===== src/rtl/doh_pkg.sv =====
// Shared types, codes and constants of the DNS-over-HTTPS address extractor.
`default_nettype none
package doh_pkg;

   typedef enum logic [1:0] {
      PH_STATUS = 2'd0,
      PH_HEADER = 2'd1,
      PH_BODY   = 2'd2
   } phase_type;

   typedef enum logic [4:0] {
      S_START         = 5'd0,
      S_FIND_SPACE    = 5'd1,
      S_CODE          = 5'd2,
      S_MAYBE_CONTENT = 5'd3,
      S_IS_CONTENT    = 5'd4,
      S_MAYBE_TYPE    = 5'd5,
      S_MAYBE_LENGTH  = 5'd6,
      S_IS_LENGTH     = 5'd7,
      S_IS_TYPE       = 5'd8,
      S_FIND_EOL      = 5'd9,
      S_QUESTION      = 5'd10,
      S_ANSWER        = 5'd11,
      S_RRTYPE        = 5'd12,
      S_RRCLASS       = 5'd13,
      S_RDLEN         = 5'd14,
      S_RDATA         = 5'd15,
      S_SKIP          = 5'd16,
      S_SKIP_RDLEN    = 5'd17,
      S_EXIT          = 5'd18,
      S_ERROR         = 5'd19
   } sub_state_type;

   localparam logic [1:0] STATUS_BUSY = 2'd0;
   localparam logic [1:0] STATUS_DONE = 2'd1;
   localparam logic [1:0] STATUS_FAIL = 2'd2;

   localparam logic [4:0] CONTENT_LEN = 5'd8;
   localparam logic [4:0] LENGTH_LEN  = 5'd6;
   localparam logic [4:0] TYPE_LEN    = 5'd4;
   localparam logic [4:0] MIME_LEN    = 5'd23;

   localparam logic [15:0] RRTYPE_A    = 16'd1;
   localparam logic [15:0] RRTYPE_AAAA = 16'd28;
   localparam logic [15:0] CLASS_IN    = 16'd1;

   function automatic logic [7:0] upcase(input logic [7:0] c);
      upcase = (c >= "a" && c <= "z") ? c - 8'd32 : c;
   endfunction

   function automatic logic is_ws(input logic [7:0] c);
      is_ws = (c == " ") || (c >= 8'h09 && c <= 8'h0D);
   endfunction

   function automatic logic is_digit(input logic [7:0] c);
      is_digit = (c >= "0") && (c <= "9");
   endfunction

   function automatic logic [7:0] content_char(input logic [4:0] i);
      case (i)
         5'd0: content_char = "C";
         5'd1: content_char = "O";
         5'd2: content_char = "N";
         5'd3: content_char = "T";
         5'd4: content_char = "E";
         5'd5: content_char = "N";
         5'd6: content_char = "T";
         5'd7: content_char = "-";
         default: content_char = 8'h00;
      endcase
   endfunction

   function automatic logic [7:0] length_char(input logic [4:0] i);
      case (i)
         5'd0: length_char = "L";
         5'd1: length_char = "E";
         5'd2: length_char = "N";
         5'd3: length_char = "G";
         5'd4: length_char = "T";
         5'd5: length_char = "H";
         default: length_char = 8'h00;
      endcase
   endfunction

   function automatic logic [7:0] type_char(input logic [4:0] i);
      case (i)
         5'd0: type_char = "T";
         5'd1: type_char = "Y";
         5'd2: type_char = "P";
         5'd3: type_char = "E";
         default: type_char = 8'h00;
      endcase
   endfunction

   function automatic logic [7:0] mime_char(input logic [4:0] i);
      case (i)
         5'd0:  mime_char = "A";
         5'd1:  mime_char = "P";
         5'd2:  mime_char = "P";
         5'd3:  mime_char = "L";
         5'd4:  mime_char = "I";
         5'd5:  mime_char = "C";
         5'd6:  mime_char = "A";
         5'd7:  mime_char = "T";
         5'd8:  mime_char = "I";
         5'd9:  mime_char = "O";
         5'd10: mime_char = "N";
         5'd11: mime_char = "/";
         5'd12: mime_char = "D";
         5'd13: mime_char = "N";
         5'd14: mime_char = "S";
         5'd15: mime_char = "-";
         5'd16: mime_char = "M";
         5'd17: mime_char = "E";
         5'd18: mime_char = "S";
         5'd19: mime_char = "S";
         5'd20: mime_char = "A";
         5'd21: mime_char = "G";
         5'd22: mime_char = "E";
         default: mime_char = 8'h00;
      endcase
   endfunction

endpackage
`default_nettype wire


===== src/rtl/doh_response_address_extractor.sv =====
// The result beat of an accepted byte is registered: the edge that accepts the byte loads it.
// Throughput: one byte per cycle; the parser state updates once per byte and
// the result register takes the next beat whenever it is empty or being drained.
// Reset (synchronous, active high) returns the parser to the status line
// phase, clears all counters, selects A records and empties the result register.
// Top level: streams an HTTP DNS response and emits address bytes.
`default_nettype none
module doh_response_address_extractor
   import doh_pkg::*;
(
   input  wire         clock,
   input  wire         reset,
   input  wire         csr_valid,
   output logic        csr_ready,
   input  wire         csr_data,        // want_ipv6
   input  wire         req_tvalid,
   output logic        req_tready,
   input  wire  [7:0]  req_tdata,       // [7:0] data_byte
   output logic        rsp_tvalid,
   input  wire         rsp_tready,
   output logic [47:0] rsp_tdata,       // [1:0] status, [2] rdata_valid,
                                        // [10:3] rdata_byte, [26:11] record_number,
                                        // [42:27] record_length, [47:43] zero
   output logic        rsp_tlast        // rdata_last
);

   phase_type     phase_ff, phase_in;
   sub_state_type sub_ff, sub_in, ret_ff, ret_in;
   logic [15:0]   code_ff, code_in;
   logic [31:0]   clen_ff, clen_in;
   logic [4:0]    midx_ff, midx_in;
   logic [15:0]   acc_ff, acc_in;
   logic [15:0]   skip_ff, skip_in;
   logic [15:0]   qcnt_ff, qcnt_in;
   logic [15:0]   acnt_ff, acnt_in;
   logic [15:0]   kept_ff, kept_in;
   logic [15:0]   curlen_ff, curlen_in;
   logic          ipv6_ff;

   logic          out_valid_ff;
   logic [42:0]   out_data_ff;
   logic [40:0]   out_data_in;
   logic          out_last_ff, out_last_in;

   logic          take;
   logic [7:0]    c, cu;
   logic [15:0]   v;
   logic [19:0]   code_mul;
   logic [35:0]   clen_mul;
   logic [15:0]   ac_dec;

   // The result register drains or is empty, so a byte can come in.
   assign req_tready = !out_valid_ff || rsp_tready;
   assign take       = req_tvalid && req_tready;
   assign csr_ready  = 1'b1;
   assign c  = req_tdata;
   assign cu = upcase(req_tdata);
   assign v  = {acc_ff[7:0], c};
   assign code_mul = {1'b0, code_ff, 3'b000} + {3'b000, code_ff, 1'b0} + {12'd0, c - 8'd48};
   assign clen_mul = {1'b0, clen_ff, 3'b000} + {3'b000, clen_ff, 1'b0} + {28'd0, c - 8'd48};

   always_comb begin
      phase_in = phase_ff; sub_in = sub_ff; ret_in = ret_ff;
      code_in = code_ff; clen_in = clen_ff; midx_in = midx_ff;
      acc_in = acc_ff; skip_in = skip_ff; qcnt_in = qcnt_ff;
      acnt_in = acnt_ff; kept_in = kept_ff; curlen_in = curlen_ff;
      out_data_in = '0; out_last_in = 1'b0;
      ac_dec = (acnt_ff > 16'd0) ? acnt_ff - 16'd1 : acnt_ff;
      if (sub_ff != S_EXIT && sub_ff != S_ERROR) begin
         case (phase_ff)
            PH_STATUS: begin
               case (sub_ff)
                  S_START: begin
                     if (is_digit(c)) begin
                        sub_in = S_FIND_SPACE; ret_in = S_CODE;
                     end else if (c == 8'h0A) sub_in = S_ERROR;
                  end
                  S_FIND_SPACE: begin
                     if (c == " ") sub_in = ret_ff;
                     else if (c == 8'h0A) sub_in = S_ERROR;
                  end
                  S_CODE: begin
                     if (is_digit(c)) begin
                        code_in = (code_mul > 20'hFFFF) ? 16'hFFFF : code_mul[15:0];
                     end else if (c == 8'h0A) begin
                        if (code_ff < 16'd200 || code_ff > 16'd299) sub_in = S_ERROR;
                        else begin
                           sub_in = S_START; phase_in = PH_HEADER;
                        end
                     end
                  end
                  default: sub_in = S_ERROR;
               endcase
            end
            PH_HEADER: begin
               case (sub_ff)
                  S_START: begin
                     if (cu == "C") begin
                        sub_in = S_MAYBE_CONTENT; midx_in = 5'd1;
                     end else if (c == 8'h0A) begin
                        if (clen_ff > 32'd0 && clen_ff < 32'd12) sub_in = S_ERROR;
                        else begin
                           sub_in = S_START; midx_in = '0; phase_in = PH_BODY;
                        end
                     end else if (!is_ws(c)) begin
                        sub_in = S_FIND_EOL; ret_in = S_START;
                     end
                  end
                  S_MAYBE_CONTENT: begin
                     if (midx_ff < CONTENT_LEN && cu == content_char(midx_ff)) begin
                        midx_in = midx_ff + 5'd1;
                        if (midx_ff + 5'd1 == CONTENT_LEN) sub_in = S_IS_CONTENT;
                     end else begin
                        sub_in = S_FIND_EOL; ret_in = S_START;
                     end
                  end
                  S_IS_CONTENT: begin
                     if (cu == "T") begin
                        sub_in = S_MAYBE_TYPE; midx_in = 5'd1;
                     end else if (cu == "L") begin
                        sub_in = S_MAYBE_LENGTH; midx_in = 5'd1;
                     end else if (c == ":") begin
                        sub_in = S_FIND_EOL; ret_in = S_START;
                     end else if (c == 8'h0A) sub_in = S_START;
                  end
                  S_MAYBE_TYPE: begin
                     if (c == 8'h0A) sub_in = S_START;
                     else if (midx_ff < TYPE_LEN && cu == type_char(midx_ff))
                        midx_in = midx_ff + 5'd1;
                     else if (c == ":") begin
                        if (midx_ff == TYPE_LEN) begin
                           sub_in = S_IS_TYPE; midx_in = '0;
                        end
                     end else begin
                        sub_in = S_FIND_EOL; ret_in = S_START;
                     end
                  end
                  S_MAYBE_LENGTH: begin
                     if (c == 8'h0A) sub_in = S_START;
                     else if (midx_ff < LENGTH_LEN && cu == length_char(midx_ff))
                        midx_in = midx_ff + 5'd1;
                     else if (c == ":") begin
                        if (midx_ff == LENGTH_LEN) sub_in = S_IS_LENGTH;
                     end else if (!is_ws(c)) begin
                        sub_in = S_FIND_EOL; ret_in = S_START;
                     end
                  end
                  S_IS_LENGTH: begin
                     if (is_digit(c))
                        clen_in = (clen_mul > 36'hFFFFFFFF) ? 32'hFFFFFFFF : clen_mul[31:0];
                     else if (c == 8'h0A) sub_in = S_START;
                     else if (!is_ws(c)) sub_in = S_ERROR;
                  end
                  S_IS_TYPE: begin
                     if (c == 8'h0A) sub_in = S_START;
                     else if (!is_ws(c)) begin
                        if (midx_ff < MIME_LEN && cu == mime_char(midx_ff))
                           midx_in = midx_ff + 5'd1;
                        else sub_in = S_ERROR;
                     end
                  end
                  S_FIND_EOL: begin
                     if (c == 8'h0A) sub_in = ret_ff;
                  end
                  default: sub_in = S_ERROR;
               endcase
            end
            PH_BODY: begin
               case (sub_ff)
                  S_START: begin
                     // The counter saturates; only the header bytes look at it.
                     if (midx_ff < 5'd31) midx_in = midx_ff + 5'd1;
                     case (midx_ff)
                        5'd2: if (!c[7]) sub_in = S_ERROR;
                        5'd3: if (c[3:0] != 4'd0) sub_in = S_ERROR;
                        5'd4: qcnt_in = {c, 8'd0};
                        5'd5: qcnt_in = {qcnt_ff[15:8], c};
                        5'd6: acnt_in = {c, 8'd0};
                        5'd7: acnt_in = {acnt_ff[15:8], c};
                        5'd11: begin
                           if (qcnt_ff > 16'd0) sub_in = S_QUESTION;
                           else if (acnt_ff > 16'd0) begin
                              // The name counter restarts and still takes this
                              // byte's step, so a pointer is not seen on the
                              // first answer when there are no questions.
                              sub_in = S_ANSWER; midx_in = 5'd1;
                           end else sub_in = S_EXIT;
                        end
                        default: ;
                     endcase
                  end
                  S_QUESTION: begin
                     if (c == 8'h00) begin
                        qcnt_in = qcnt_ff - 16'd1;
                        // Every question is followed by type and class.
                        skip_in = 16'd4;
                        sub_in  = S_SKIP;
                        if (qcnt_ff - 16'd1 > 16'd0) ret_in = S_QUESTION;
                        else if (acnt_ff > 16'd0) begin
                           ret_in = S_ANSWER; midx_in = '0;
                        end else ret_in = S_EXIT;
                     end
                  end
                  S_ANSWER: begin
                     if (midx_ff == 5'd0 && c[7:6] == 2'b11) begin
                        midx_in = '0; ret_in = S_RRTYPE;
                        skip_in = 16'd1; sub_in = S_SKIP;
                     end else if (c == 8'h00) begin
                        sub_in = S_RRTYPE; midx_in = '0;
                     end else if (midx_ff < 5'd31) midx_in = midx_ff + 5'd1;
                  end
                  S_RRTYPE, S_RRCLASS, S_RDLEN, S_SKIP_RDLEN: begin
                     if (midx_ff == 5'd0) begin
                        acc_in = {8'd0, c}; midx_in = 5'd1;
                     end else begin
                        midx_in = '0;
                        case (sub_ff)
                           S_RRTYPE: begin
                              if (v != (ipv6_ff ? RRTYPE_AAAA : RRTYPE_A)) begin
                                 ret_in = S_SKIP_RDLEN; skip_in = 16'd6; sub_in = S_SKIP;
                              end else sub_in = S_RRCLASS;
                           end
                           S_RRCLASS: begin
                              ret_in  = (v != CLASS_IN) ? S_SKIP_RDLEN : S_RDLEN;
                              skip_in = 16'd4; sub_in = S_SKIP;
                           end
                           S_RDLEN: begin
                              if (v > 16'd0) begin
                                 if (kept_ff != 16'hFFFF) kept_in = kept_ff + 16'd1;
                                 curlen_in = v; acc_in = v; sub_in = S_RDATA;
                              end else begin
                                 acnt_in = ac_dec;
                                 if (qcnt_ff > 16'd0) sub_in = S_QUESTION;
                                 else if (ac_dec > 16'd0) sub_in = S_ANSWER;
                                 else sub_in = S_EXIT;
                              end
                           end
                           default: begin
                              acnt_in = ac_dec;
                              if (qcnt_ff > 16'd0) sub_in = S_QUESTION;
                              else if (ac_dec > 16'd0) sub_in = S_ANSWER;
                              else sub_in = S_EXIT;
                              ret_in = sub_in;
                              if (v != 16'd0) begin
                                 skip_in = v; sub_in = S_SKIP;
                              end
                           end
                        endcase
                     end
                  end
                  S_RDATA: begin
                     out_data_in[0]     = 1'b1;
                     out_data_in[8:1]   = c;
                     out_data_in[24:9]  = kept_ff;
                     out_data_in[40:25] = curlen_ff;
                     if (acc_ff <= 16'd1) begin
                        out_last_in = 1'b1;
                        acnt_in = ac_dec;
                        if (qcnt_ff > 16'd0) sub_in = S_QUESTION;
                        else if (ac_dec > 16'd0) begin
                           sub_in = S_ANSWER; midx_in = '0;
                        end else sub_in = S_EXIT;
                     end else acc_in = acc_ff - 16'd1;
                  end
                  S_SKIP: begin
                     if (skip_ff > 16'd0) skip_in = skip_ff - 16'd1;
                     if (skip_ff <= 16'd1) sub_in = ret_ff;
                  end
                  default: sub_in = S_ERROR;
               endcase
            end
            default: sub_in = S_ERROR;
         endcase
      end
   end

   logic [1:0] st_in;
   assign st_in = (sub_in == S_EXIT) ? STATUS_DONE :
                  (sub_in == S_ERROR) ? STATUS_FAIL : STATUS_BUSY;

   always_ff @(posedge clock) begin
      if (reset) begin
         phase_ff <= PH_STATUS; sub_ff <= S_START; ret_ff <= S_START;
         code_ff <= '0; clen_ff <= '0; midx_ff <= '0; acc_ff <= '0;
         skip_ff <= '0; qcnt_ff <= '0; acnt_ff <= '0; kept_ff <= '0;
         curlen_ff <= '0; ipv6_ff <= 1'b0; out_valid_ff <= 1'b0;
      end else begin
         if (csr_valid) ipv6_ff <= csr_data;
         if (take) begin
            phase_ff <= phase_in; sub_ff <= sub_in; ret_ff <= ret_in;
            code_ff <= code_in; clen_ff <= clen_in; midx_ff <= midx_in;
            acc_ff <= acc_in; skip_ff <= skip_in; qcnt_ff <= qcnt_in;
            acnt_ff <= acnt_in; kept_ff <= kept_in; curlen_ff <= curlen_in;
            out_valid_ff <= 1'b1;
         end else if (rsp_tready) out_valid_ff <= 1'b0;
      end
   end

   always_ff @(posedge clock) begin
      if (take) begin
         out_data_ff <= {out_data_in, st_in};
         out_last_ff <= out_last_in;
      end
   end

   assign rsp_tvalid = out_valid_ff;
   assign rsp_tdata  = {5'd0, out_data_ff};
   assign rsp_tlast  = out_last_ff;

endmodule
`default_nettype wire


===== config.mk =====
export PLATFORM = sky130hd
export DESIGN_NAME = doh_response_address_extractor
export DESIGN_NICKNAME = d
export VERILOG_FILES = /design/src/rtl/doh_pkg.sv /design/src/rtl/doh_response_address_extractor.sv
export SDC_FILE = /design/constraint.sdc
export NUM_CORES = 1
export LEC_CHECK = 0
export BUFFER_PORTS_ARGS = -buffer_cell sky130_fd_sc_hd__buf_2
export CAP_MARGIN = 25
export CORE_AREA = 4 4 171 173
export CTS_CLUSTER_DIAMETER = 50
export CTS_CLUSTER_SIZE = 12
export DETAILED_ROUTE_END_ITERATION = 8
export DIE_AREA = 0 0 175 177
export PLACE_DENSITY = 0.84
export SYNTH_ARGS = -nofsm -noshare
export SYNTH_HDL_FRONTEND = slang
export SYNTH_SLANG_ARGS = --single-unit

===== constraint.sdc =====
create_clock -name clock -period 9.45 [get_ports clock]
set_input_delay 0.4725 -clock clock [delete_from_list [all_inputs] [get_ports clock]]
set_output_delay 0.4725 -clock clock [all_outputs]
set_load 0.01 [all_outputs]

# Word level (Yosys, flattened, before mapping)
# Memory sizes are Yosys's and may differ from the RTL's. A register that Yosys moved wholly into a read port is not among the register bits.
# Cells that the tools add are included.
# op_classes
addsub	12
n_mul	0
div_mod_pow	0
n_lt_le_gt_ge	25
eq_ne	111
shift	0
n_mux	173
bitwise_logic	1
n_reduce_logical	47
# ops
operator	n
5-bit 2-to-1 mux	98
16-bit 2-to-1 mux	16
16-bit case mux with 2 select lines	5
8-bit 2-to-1 mux	18
5-bit case mux with 3 select lines	7
16-bit by 1-bit greater-than comparator with 1-bit output (second input constant)	6
16-bit case mux with 3 select lines	2
3-bit != test (second input constant)	30
16-bit case mux with 4 select lines	1
16-bit by 1-bit subtractor with 16-bit output (second input constant)	4
5-bit case mux with 6 select lines	2
5-bit by 4-bit == test with 1-bit output (second input constant)	10
5-bit case mux with 5 select lines	2
2-bit != test (second input constant)	21
7-bit case mux with 6 select lines	1
5-bit by 3-bit == test with 1-bit output (second input constant)	8
5-bit case mux with 8 select lines	1
35-bit by 33-bit adder with 36-bit output	1
36-bit by 8-bit adder with 36-bit output	1
36-bit by 32-bit greater-than comparator with 1-bit output (second input constant)	1
8-bit == test	4
32-bit by 1-bit greater-than comparator with 1-bit output (second input constant)	1
16-bit by 1-bit less-or-equal comparator with 1-bit output (second input constant)	2
32-bit by 4-bit < comparator with 1-bit output (second input constant)	1
67 further kinds	126
# totals
register_bits	207
latch_bits	0
ramBits	0
rom_bits	280
inputBits	14
out_inout_bits	52
word_cells	391
memories	2
# mem_list
name	words	width	rd	rd_clocked_by_memory_dff	wr	line_no	source
(name not given)	32	7	1	1	0	doh_pkg.sv:96	case (i)
(name not given)	8	7	1	1	0	doh_pkg.sv:60	case (i)

# Logic depth before layout (Yosys ltp)
# Gate-level depths: netlist (run 1).
# depth
depth_word	18
depth_mapped	19
mapped_depth_nobuf	18

# Least setup slack after synthesis (run 1)
# No wires, ideal clock.
# synth_timing
path_type	in2reg
from	input req_tdata[4]
to	register clen_ff[10]
setup_time_ns	0.137
arrival_time_ns	4.761
required_ns	9.313
path_slack_ns	4.551
stages	19
n_path_buf	2
cell_sequence	clkbuf_1 clkinv_1 ha_1 inv_1 fa_1 inv_1 ha_1 o21ai_0 o21ai_0 nand4_1 a21oi_1 o41ai_1 nor3_1 o21a_1 a31o_2 mux2_2 nor2_1 clkbuf_1 a211oi_1
# synth_via
elab_chain_len	4
word_cells_on_any_way	8
classes_between	2 x add/sub; 3 x order compare; 1 x mux; 2 x reduce/logical
# synth_lines
item	line_no	source
start: declaration	doh_response_address_extractor.sv:18	input wire [7:0] req_tdata,
8-bit by 6-bit subtractor with 8-bit output	doh_response_address_extractor.sv:60	assign clen_mul = {1'b0, clen_ff, 3'b000} + {3'b000, clen_ff, 1'b0} + {28'd0, c - 8'd48};
36-bit by 8-bit adder with 36-bit output	doh_response_address_extractor.sv:60	
36-bit by 32-bit greater-than comparator with 1-bit output	doh_response_address_extractor.sv:150	clen_in = (clen_mul > 36'hFFFFFFFF) ? 32'hFFFFFFFF : clen_mul[31:0];
32-bit 2-to-1 mux	doh_response_address_extractor.sv:150	
end signal: assignment	doh_response_address_extractor.sv:291	code_ff <= code_in; clen_ff <= clen_in; midx_ff <= midx_in;
end: declaration	doh_response_address_extractor.sv:30	logic [31:0] clen_ff, clen_in;
# Several ways; a longest one is shown, not always the timed one.
# A chain may end at the register's enable or synchronous reset.

# Final worst setup path (run 1)
# layout_timing
from	input req_tdata[4]
to	register clen_ff[16]
# The elaborated chain is that of the path after synthesis.

==> metrics.yaml, run 1 <==
worst_setup_path:
  slowest_stage: "sky130_fd_sc_hd__clkinv_1"
  crit_path_end_kind: "register"
  worst-setup-path-type: "in2reg"
  crit_fanout: 23
  regToRegStartpoint: "qcnt_ff[0]"
  worst_ep_arrival_time_ns: 5.73
  reg2reg_slack_ns: 4.23
  required_ns: 9.82
  worstPathCellList: "buf_2 > clkinv_1 > ha_1 > inv_1 > fa_1 > inv_1 > ha_1 > o21ai_0 > o21ai_0 > nand4_1 > a21oi_1 > o41ai_1 > nor3_1 > o21a_1 > a31o_2 > mux2_2 > nor2_1 > buf_4 > a211oi_1"
  crit_path_start_kind: "primary input"
  largest_stage_delay_on_the_critical_path_ns: 0.61
  timing.reg2reg.worst_path_depth: 15
clock_tree:
  clock_insertion_delay_worst_skew_ns: 0.55
  cts_setup_buffers: 0
  cts.repair.resized: 0
  cts_buffers: 29
  numClockSinks: 221
  cts_hold_buf: 0
  cts.root.buffer_cell: "sky130_fd_sc_hd__clkbuf_16"
  cts.htree.levels: 1
  tritoncts_clock_tree: "yes"
  clock_tree.buffer_depth: 3
  clkSlewWorstSetupHoldPaths_ns: 0.06
synthesis:
  yosys.cell_types.count: 94
  share_of_the_synthesized_area_in_compound_gates_ao_oa_aoi_oai_pct: 23.8
  synth_top_family_by_area: "simple AND/OR/NAND/NOR gates"
  yosys-mux-area-fraction_pct: 1.73
  synth_edf_count: 44
  synth.yosys.seq_area_share_pct: 29.7
  synth.ff_latch_count: 221
  simple_gate_share_of_the_synthesized_area_pct: 24.3
  async_reset_ff_share_pct: 0
  post_synth_fa_ha_maj_area_fraction_pct: 10.3
  synth.yosys.warnings: 0
  synthCells: 2097
  ys_dominant_reg_cell: "sky130_fd_sc_hd__dfxtp_1"
  synthXorXnorAreaFrac_pct: 4.81
  avgSynthCellArea_um2: 7.81
  synth_area_um2: 16400
place:
  gp_congestion: 1.01
  place.port_buffers: 59
  dp_hpwl_um: 32600
floorplan:
  floorplan.die_area_um2: 31000
  initial_core_util_pct: 59.3
  rows: 61
  chipWidth_um: 175
  die_boundary_height_um: 177
  core_area_um2: 27600
  ioPinCount: 66
power_and_ir_drop:
  share_clk_of_total_power_pct: 49.5
  switching_share_pct: 24.7
  p_per_area_nw_per_um2: 130
  power_leakage_uw: 0.00729
  power.switching_uw: 574
  power.share.combinational_pct: 8.4
  power_report.internal_total_uw: 1750
  sequentialPowerShare_pct: 42.1
  worst_ir_drop_vdd_mv: 0.132
sta:
  worst_hold_slack_ns: 0.164
  tightestPinTransition_ns: 1.09
  remaining_max_slew_budget_at_the_tightest_pin_pct: 26.9
  finalHoldViolCount: 0
  rsz0062_at_grt: "false"
  final_max_slew_viol_count: 0
  final.setup.tns_ns: 0
  final.setup_skew_ns: 0.0191
  period_needed_ns: 5.36
  setup_viol: 0
  fmaxAchievable_ghz: 0.187
  final.period_utilization_pct: 56.7
global_route:
  antenna_found_initial: 0
  first_global_vias: 14800
  track_usage_pct: 29.2
  global_route_wire_length_before_repair_um: 75800
  sum_of_overflow_across_all_layers_after_global_routing: 0
  largest_net_degree_at_the_start_of_global_routing: 88
finish:
  design.final.nets: 2227
  final.fill_count: 2362
  drive_above_1_share_pct: 7.93
  areaGrowthSynthToFinish_pct: 9.08
  antennaDiodeCount: 0
job:
  timing.max_cap.violations: 0
route:
  vias: 16100
  drt_pre_antenna_iters: 6
  postRouteAntennaNets: 0
  remaining_drc_errors: 0
  avgRoutedWirePerCell_um: 18.9
  route.final.wire_length_um: 46900
  drt_iter0_drc: 2104
  drt-vias-per-instance: 6.47
hold_path:
  hold_path_startpoint: "csr_data"
  holdCritPathClass: "in2reg"
  whs_path_depth: 3
  min_delay_worst_endpoint: "ipv6_ff"
run_status:
  result_of_the_run: "finished, final reports clean"
[worst max path at each step]
stage,cells past startpoint,startpoint,to,slack [ns]
after floorplan,19,req_tdata[4],clen_ff[10],4.55
after global placement,19,req_tdata[4],clen_ff[23],3.84
after detailed placement,19,req_tdata[4],clen_ff[16],3.64
after CTS,19,req_tdata[4],clen_ff[16],4.20
after global routing,19,req_tdata[4],clen_ff[17],3.73
final,19,req_tdata[4],clen_ff[16],4.09
[flip-flops by register name, indices dropped and copies added, names as in the netlist, 2 cells and up, named ones only]
register	count
acnt_ff	16
curlen_ff	16
acc_ff	16
out_data_ff	43
qcnt_ff	16
kept_ff	16
clen_ff	32
sub_ff	5
ret_ff	5
midx_ff	5
skip_ff	16
phase_ff	2
code_ff	16
[stage by stage]
step / cell area (um2) / total power [uW] / instances / utilization [%] / worst slack [ns]
detailed placement: 16800 / 1180 / 2430 / 61.0 / 3.64
global route: 17900 / 2390 / 2484 / 64.7 / 3.73
global placement: 16800 / 1180 / 2430 / 61.0 / 3.84
floorplan: 16400 / 1130 / 2101 / - / 4.55
CTS: 17800 / 2330 / 2482 / 64.6 / 4.20
finish: 17900 / 2320 / 2484 / 64.7 / 4.09
[logic make-up after synthesis]
family | Yosys count
AND/OR/NAND/NOR | 820
AO/OA/AOI/OAI | 591
flip-flops | 221
buffers and inverters | 219
adder cells (fa/ha/maj) | 128
XOR/XNOR | 90
multiplexers | 26
other | 2
[cell usage after synthesis (8+ instances only)]
cell type | number | area [um2]
sky130_fd_sc_hd__or4_1 | 11 | 82.6
sky130_fd_sc_hd__a311oi_1 | 8 | 70.1
sky130_fd_sc_hd__a31oi_1 | 23 | 144
sky130_fd_sc_hd__nand4_1 | 25 | 156
sky130_fd_sc_hd__nand3b_1 | 8 | 60.1
sky130_fd_sc_hd__o221ai_1 | 9 | 78.8
sky130_fd_sc_hd__nor2_1 | 253 | 950
sky130_fd_sc_hd__a211oi_1 | 66 | 495
sky130_fd_sc_hd__a21oi_1 | 144 | 721
sky130_fd_sc_hd__buf_1 | 11 | 41.3
sky130_fd_sc_hd__o211ai_1 | 15 | 113
sky130_fd_sc_hd__a21o_1 | 17 | 128
sky130_fd_sc_hd__fa_1 | 12 | 240
sky130_fd_sc_hd__nor4_1 | 27 | 169
sky130_fd_sc_hd__nor2b_1 | 19 | 119
sky130_fd_sc_hd__nand3_1 | 61 | 305
sky130_fd_sc_hd__a22oi_1 | 41 | 308
sky130_fd_sc_hd__o21bai_1 | 8 | 60.1
sky130_fd_sc_hd__clkbuf_1 | 112 | 420
sky130_fd_sc_hd__o21a_1 | 14 | 105
sky130_fd_sc_hd__o2111ai_1 | 9 | 78.8
sky130_fd_sc_hd__xnor2_1 | 39 | 342
sky130_fd_sc_hd__nand2_1 | 181 | 679
sky130_fd_sc_hd__or3_1 | 25 | 156
sky130_fd_sc_hd__o21ai_0 | 129 | 646
sky130_fd_sc_hd__nand2b_1 | 23 | 144
sky130_fd_sc_hd__dfxtp_1 | 177 | 3540
sky130_fd_sc_hd__inv_1 | 81 | 304
sky130_fd_sc_hd__and2_1 | 10 | 62.6
sky130_fd_sc_hd__ha_1 | 116 | 1450
sky130_fd_sc_hd__xor2_1 | 51 | 447
sky130_fd_sc_hd__nor3_1 | 82 | 410
sky130_fd_sc_hd__and3_1 | 55 | 344
sky130_fd_sc_hd__mux2i_1 | 19 | 190
sky130_fd_sc_hd__o31ai_1 | 17 | 128
sky130_fd_sc_hd__edfxtp_1 | 44 | 1320
[power by group through the flow]
stage | sequential (uW) | clock, uW | combinational [uW]
final | 976 | 1150 | 194
after CTS | 977 | 1160 | 187
after global placement | 997 | 0 | 184
after detailed placement | 997 | 0 | 186
after floorplan | 1000 | 0 | 125
after global routing | 977 | 1210 | 210
[worst max-delay path, delay by kind of cell]
kind	cells	cell delay, ns
AND/OR/NAND/NOR	3	0.57
AO/OA/AOI/OAI	7	1.59
adder cells (fa/ha/maj)	3	1.32
buffers and inverters	5	1.43
multiplexers	1	0.31
[placed cells by master, fill, tap and decap left out, drive strengths merged, types with 11 or more instances in the layout]
cell type  Yosys  routed
o21ai        131     131
nand3         62      62
nand4         25      25
buf           23      88
fa            12      12
xnor2         39      39
o211ai        15      15
o31ai         17      17
nand2        182     182
a21o          17      17
or4           11      11
o21a          14      14
edfxtp        44      44
a211oi        66      66
clkbuf       112      36
nor2b         20      20
nor2         253     253
nor4          29      29
a21oi        144     144
a22oi         41      41
mux2i         20      20
or3           25      25
and3          55      55
inv           83      86
ha           116     116
dfxtp        177     177
nor3          82      82
xor2          51      51
a31oi         23      23
nand2b        23      23
[cell type report]
type	instances	area [um2]	share of cell area [%]
well taps	378	473	2.65
flip-flops and latches	221	4860	27.2
multi-input cells	1661	10700	59.8
repair buffers	88	528	2.95
clock buffers	36	762	4.26
clock inverters	16	243	1.36
inverters	84	315	1.76
[metal layers]
| metal | wire, um | global-route usage, % |
|---|---|---|
| met5 | 0 | 0 |
| met4 | 1490 | 9.69 |
| met3 | 4490 | 4.76 |
| met2 | 20700 | 46.4 |
| met1 | 20200 | 40.7 |
Power figures use the tool's default switching activity.
==> inputs of run 2 (changes only) <==
==> constraint.sdc (replaced) <==
create_clock -name clock -period 5.6 [get_ports clock]
set_input_delay 0.28 -clock clock [delete_from_list [all_inputs] [get_ports clock]]
set_output_delay 0.28 -clock clock [all_outputs]
set_load 0.01 [all_outputs]
==> metrics.yaml, run 2 (same netlist as run 1, synthesis figures left out) <==
clock_tree:
  cts.root.buffer_cell: "sky130_fd_sc_hd__clkbuf_16"
  cts.repair.resized: 0  # unchanged
  cts_buffers: 29  # unchanged
  clkSlewWorstSetupHoldPaths_ns: 0.06  # about the same
  clock_tree.buffer_depth: 3  # unchanged
  clock_insertion_delay_worst_skew_ns: 0.55  # about the same
  numClockSinks: 221  # unchanged
  cts.htree.levels: 1  # unchanged
  tritoncts_clock_tree: "yes"
route:
  drt_pre_antenna_iters: 6  # unchanged
  vias: 16200  # +1.0%
  avgRoutedWirePerCell_um: 19.2  # +2.0%
  route.final.wire_length_um: 48300  # +3.0%
  drt-vias-per-instance: 6.48  # about the same
  postRouteAntennaNets: 0  # unchanged
  drt_iter0_drc: 2054  # -2.4%
  remaining_drc_errors: 0  # unchanged
sta:
  fmaxAchievable_ghz: 0.196
  rsz0062_at_grt: "false"
  final.setup.tns_ns: 0  # unchanged
  remaining_max_slew_budget_at_the_tightest_pin_pct: 26.3  # -0.60 points
  final_max_slew_viol_count: 0  # unchanged
  period_needed_ns: 5.09
  final.period_utilization_pct: 91.0
  setup_viol: 0  # unchanged
  finalHoldViolCount: 0  # unchanged
  final.setup_skew_ns: 0.0169  # -0.00214 ns
  tightestPinTransition_ns: 1.10  # +0.00311 ns
finish:
  design.final.nets: 2250  # +1.0%
  final.fill_count: 2346  # -0.68%
  drive_above_1_share_pct: 8.73  # +0.80 points
  reg_top3: "out_data_ff: 43 flops, clen_ff: 32 flops"
  areaGrowthSynthToFinish_pct: 9.66
  number_of_flip_flops_in_the_largest_register: 43  # unchanged
  most_common_cell_after_layout_fill_and_taps_aside: "sky130_fd_sc_hd__nor2_1"
  stdcell_area_um2: 18000  # +0.53%
  layout.cells.most_common_list: "sky130_fd_sc_hd__nor2_1 (252), sky130_fd_sc_hd__nand2_1 (181), sky130_fd_sc_hd__dfxtp_1 (177), sky130_fd_sc_hd__a21oi_1 (144), sky130_fd_sc_hd__o21ai_0 (129)"
  registers.top_by_ff_count: "out_data_ff"
  antennaDiodeCount: 0  # unchanged
job:
  timing.max_cap.violations: 0  # unchanged
global_route:
  grtUsageMet2_pct: 47.2  # +0.75 points
  use_met3_pct: 4.68  # -0.085 points
  antenna_found_initial: 0  # unchanged
  globalRoute.busiestLayer: "met2"
  track_usage_pct: 29.9  # +0.71 points
  global_route_wire_length_before_repair_um: 77800  # +2.6%
  sum_of_overflow_across_all_layers_after_global_routing: 0  # unchanged
  largest_net_degree_at_the_start_of_global_routing: 84  # -4.5%
  first_global_vias: 15000  # +1.3%
  grt_met1_usage_pct: 41.6  # +0.89 points
run_status:
  result_of_the_run: "finished, final reports clean"
place:
  dpl-instance-area_um2: 17000  # +0.95%
  gp_congestion: 1.07  # +5.9%
  place.port_buffers: 59  # unchanged
  dp_hpwl_um: 34600  # +5.9%
worst_setup_path:
  crit_fanout: 9  # -61%
  reg2reg_slack_ns: 0.51  # -3.72 ns
  slowest_stage: "sky130_fd_sc_hd__or4b_1"
  worstPathCellList: "inv_1 > ha_1 > or4b_1 > or4_1 > a21oi_1 > a41oi_1 > nor4_2 > a211oi_1 > a311oi_1 > nand2_2 > mux2i_1 > inv_1 > ha_1 > a32o_1 > a22o_1"
  crit_path_end_kind: "register"
  required_ns: 6.04  # -3.78 ns
  largest_stage_delay_on_the_critical_path_ns: 0.57  # -0.04 ns
  worst_ep_arrival_time_ns: 5.54  # -0.19 ns
  critical-path-top-delay-family: "simple AND/OR/NAND/NOR gates"
  worst-setup-path-type: "reg2reg"
  crit_path_start_kind: "register"
  path_buf_inv: 2  # -3
hold_path:
  holdCritPathClass: "in2reg"
floorplan:
  ioPinCount: 66  # unchanged
  rows: 61  # unchanged
  chipWidth_um: 175  # unchanged
  core_area_um2: 27600  # unchanged
  floorplan.die_area_um2: 31000  # unchanged
  initial_core_util_pct: 59.3  # unchanged
  die_boundary_height_um: 177  # unchanged
power_and_ir_drop:
  power_leakage_uw: 0.00737  # +1.1%
  p_per_area_nw_per_um2: 211  # +63%
  worst_ir_drop_vdd_mv: 0.207  # +58%
[run 2: cell types whose count changed in the layout (fill, tap and decap cells not counted), moves of 2 or more]
cell                            before  now
sky130_fd_sc_hd__buf_4              29   51
sky130_fd_sc_hd__bufinv_16           5    1
sky130_fd_sc_hd__clkinv_4            5    2
sky130_fd_sc_hd__inv_8               1    4
sky130_fd_sc_hd__clkbuf_1            6    8
sky130_fd_sc_hd__clkinv_2            1    3
sky130_fd_sc_hd__dlygate4sd3_1       0    2
[run 2: layer usage]
metal	up-vias	part of all wire, %
li1	7706	-
met1	7542	43
met2	846	44
met4	0	3.8
met3	149	9.4
met5	-	0
[run 2: through the flow]
step	cells	hold slack (ns)	power, uW	util (%)	setup slack, ns
after CTS	2507	0.00820	3810	65.0	0.576
after detailed placement	2452	0.442	2010	61.5	0.589
after global routing	2508	0.0324	3910	65.0	0.0906
after global placement	2452	0.439	2010	61.5	0.877
after floorplan	2101	0.409	1900	-	0.894
final	2508	0.0239	3790	65.0	0.506
[run 2: repair_timing]
| action | in CTS | in global routing |
|---|---|---|
| buffers inserted | 0 | 0 |
| hold endpoints to repair | 1 | 0 |
| hold buffers | 2 | 0 |
[run 2: final timing paths]
kind	start	end	cells after the start
min reg2reg	curlen_ff[7]	curlen_ff[7]	2
max reg2reg	qcnt_ff[0]	register	15
max	qcnt_ff[0]	register	15
min	req_tvalid	rsp_tvalid	3
[run 2: power by group]
group / internal [uW] / switching (uW)
Clock: 1070 / 735
Combinational: 107 / 226
Sequential: 1640 / 12.2
[run 2: worst reg2reg max path: cells and delay by family, from the launching register on]
kind            cells  cell delay [ns]
simple gates        4             1.79
compound gates      6             1.27
fa+ha+maj           2             0.62
mux                 1             0.52
buf+inv             2             0.43
flops               1             0.37
[run 2: cell type report]
| type | count | area (um2) | share of cell area, % |
|---|---|---|---|
| inverter | 84 | 315 | 1.75 |
| sequential | 221 | 4860 | 27.1 |
| tap | 378 | 473 | 2.63 |
| clock inverter | 13 | 131 | 0.731 |
| clock buffer | 40 | 808 | 4.50 |
| timing repair buffer | 111 | 693 | 3.86 |
| multi-input combinational | 1661 | 10700 | 59.5 |
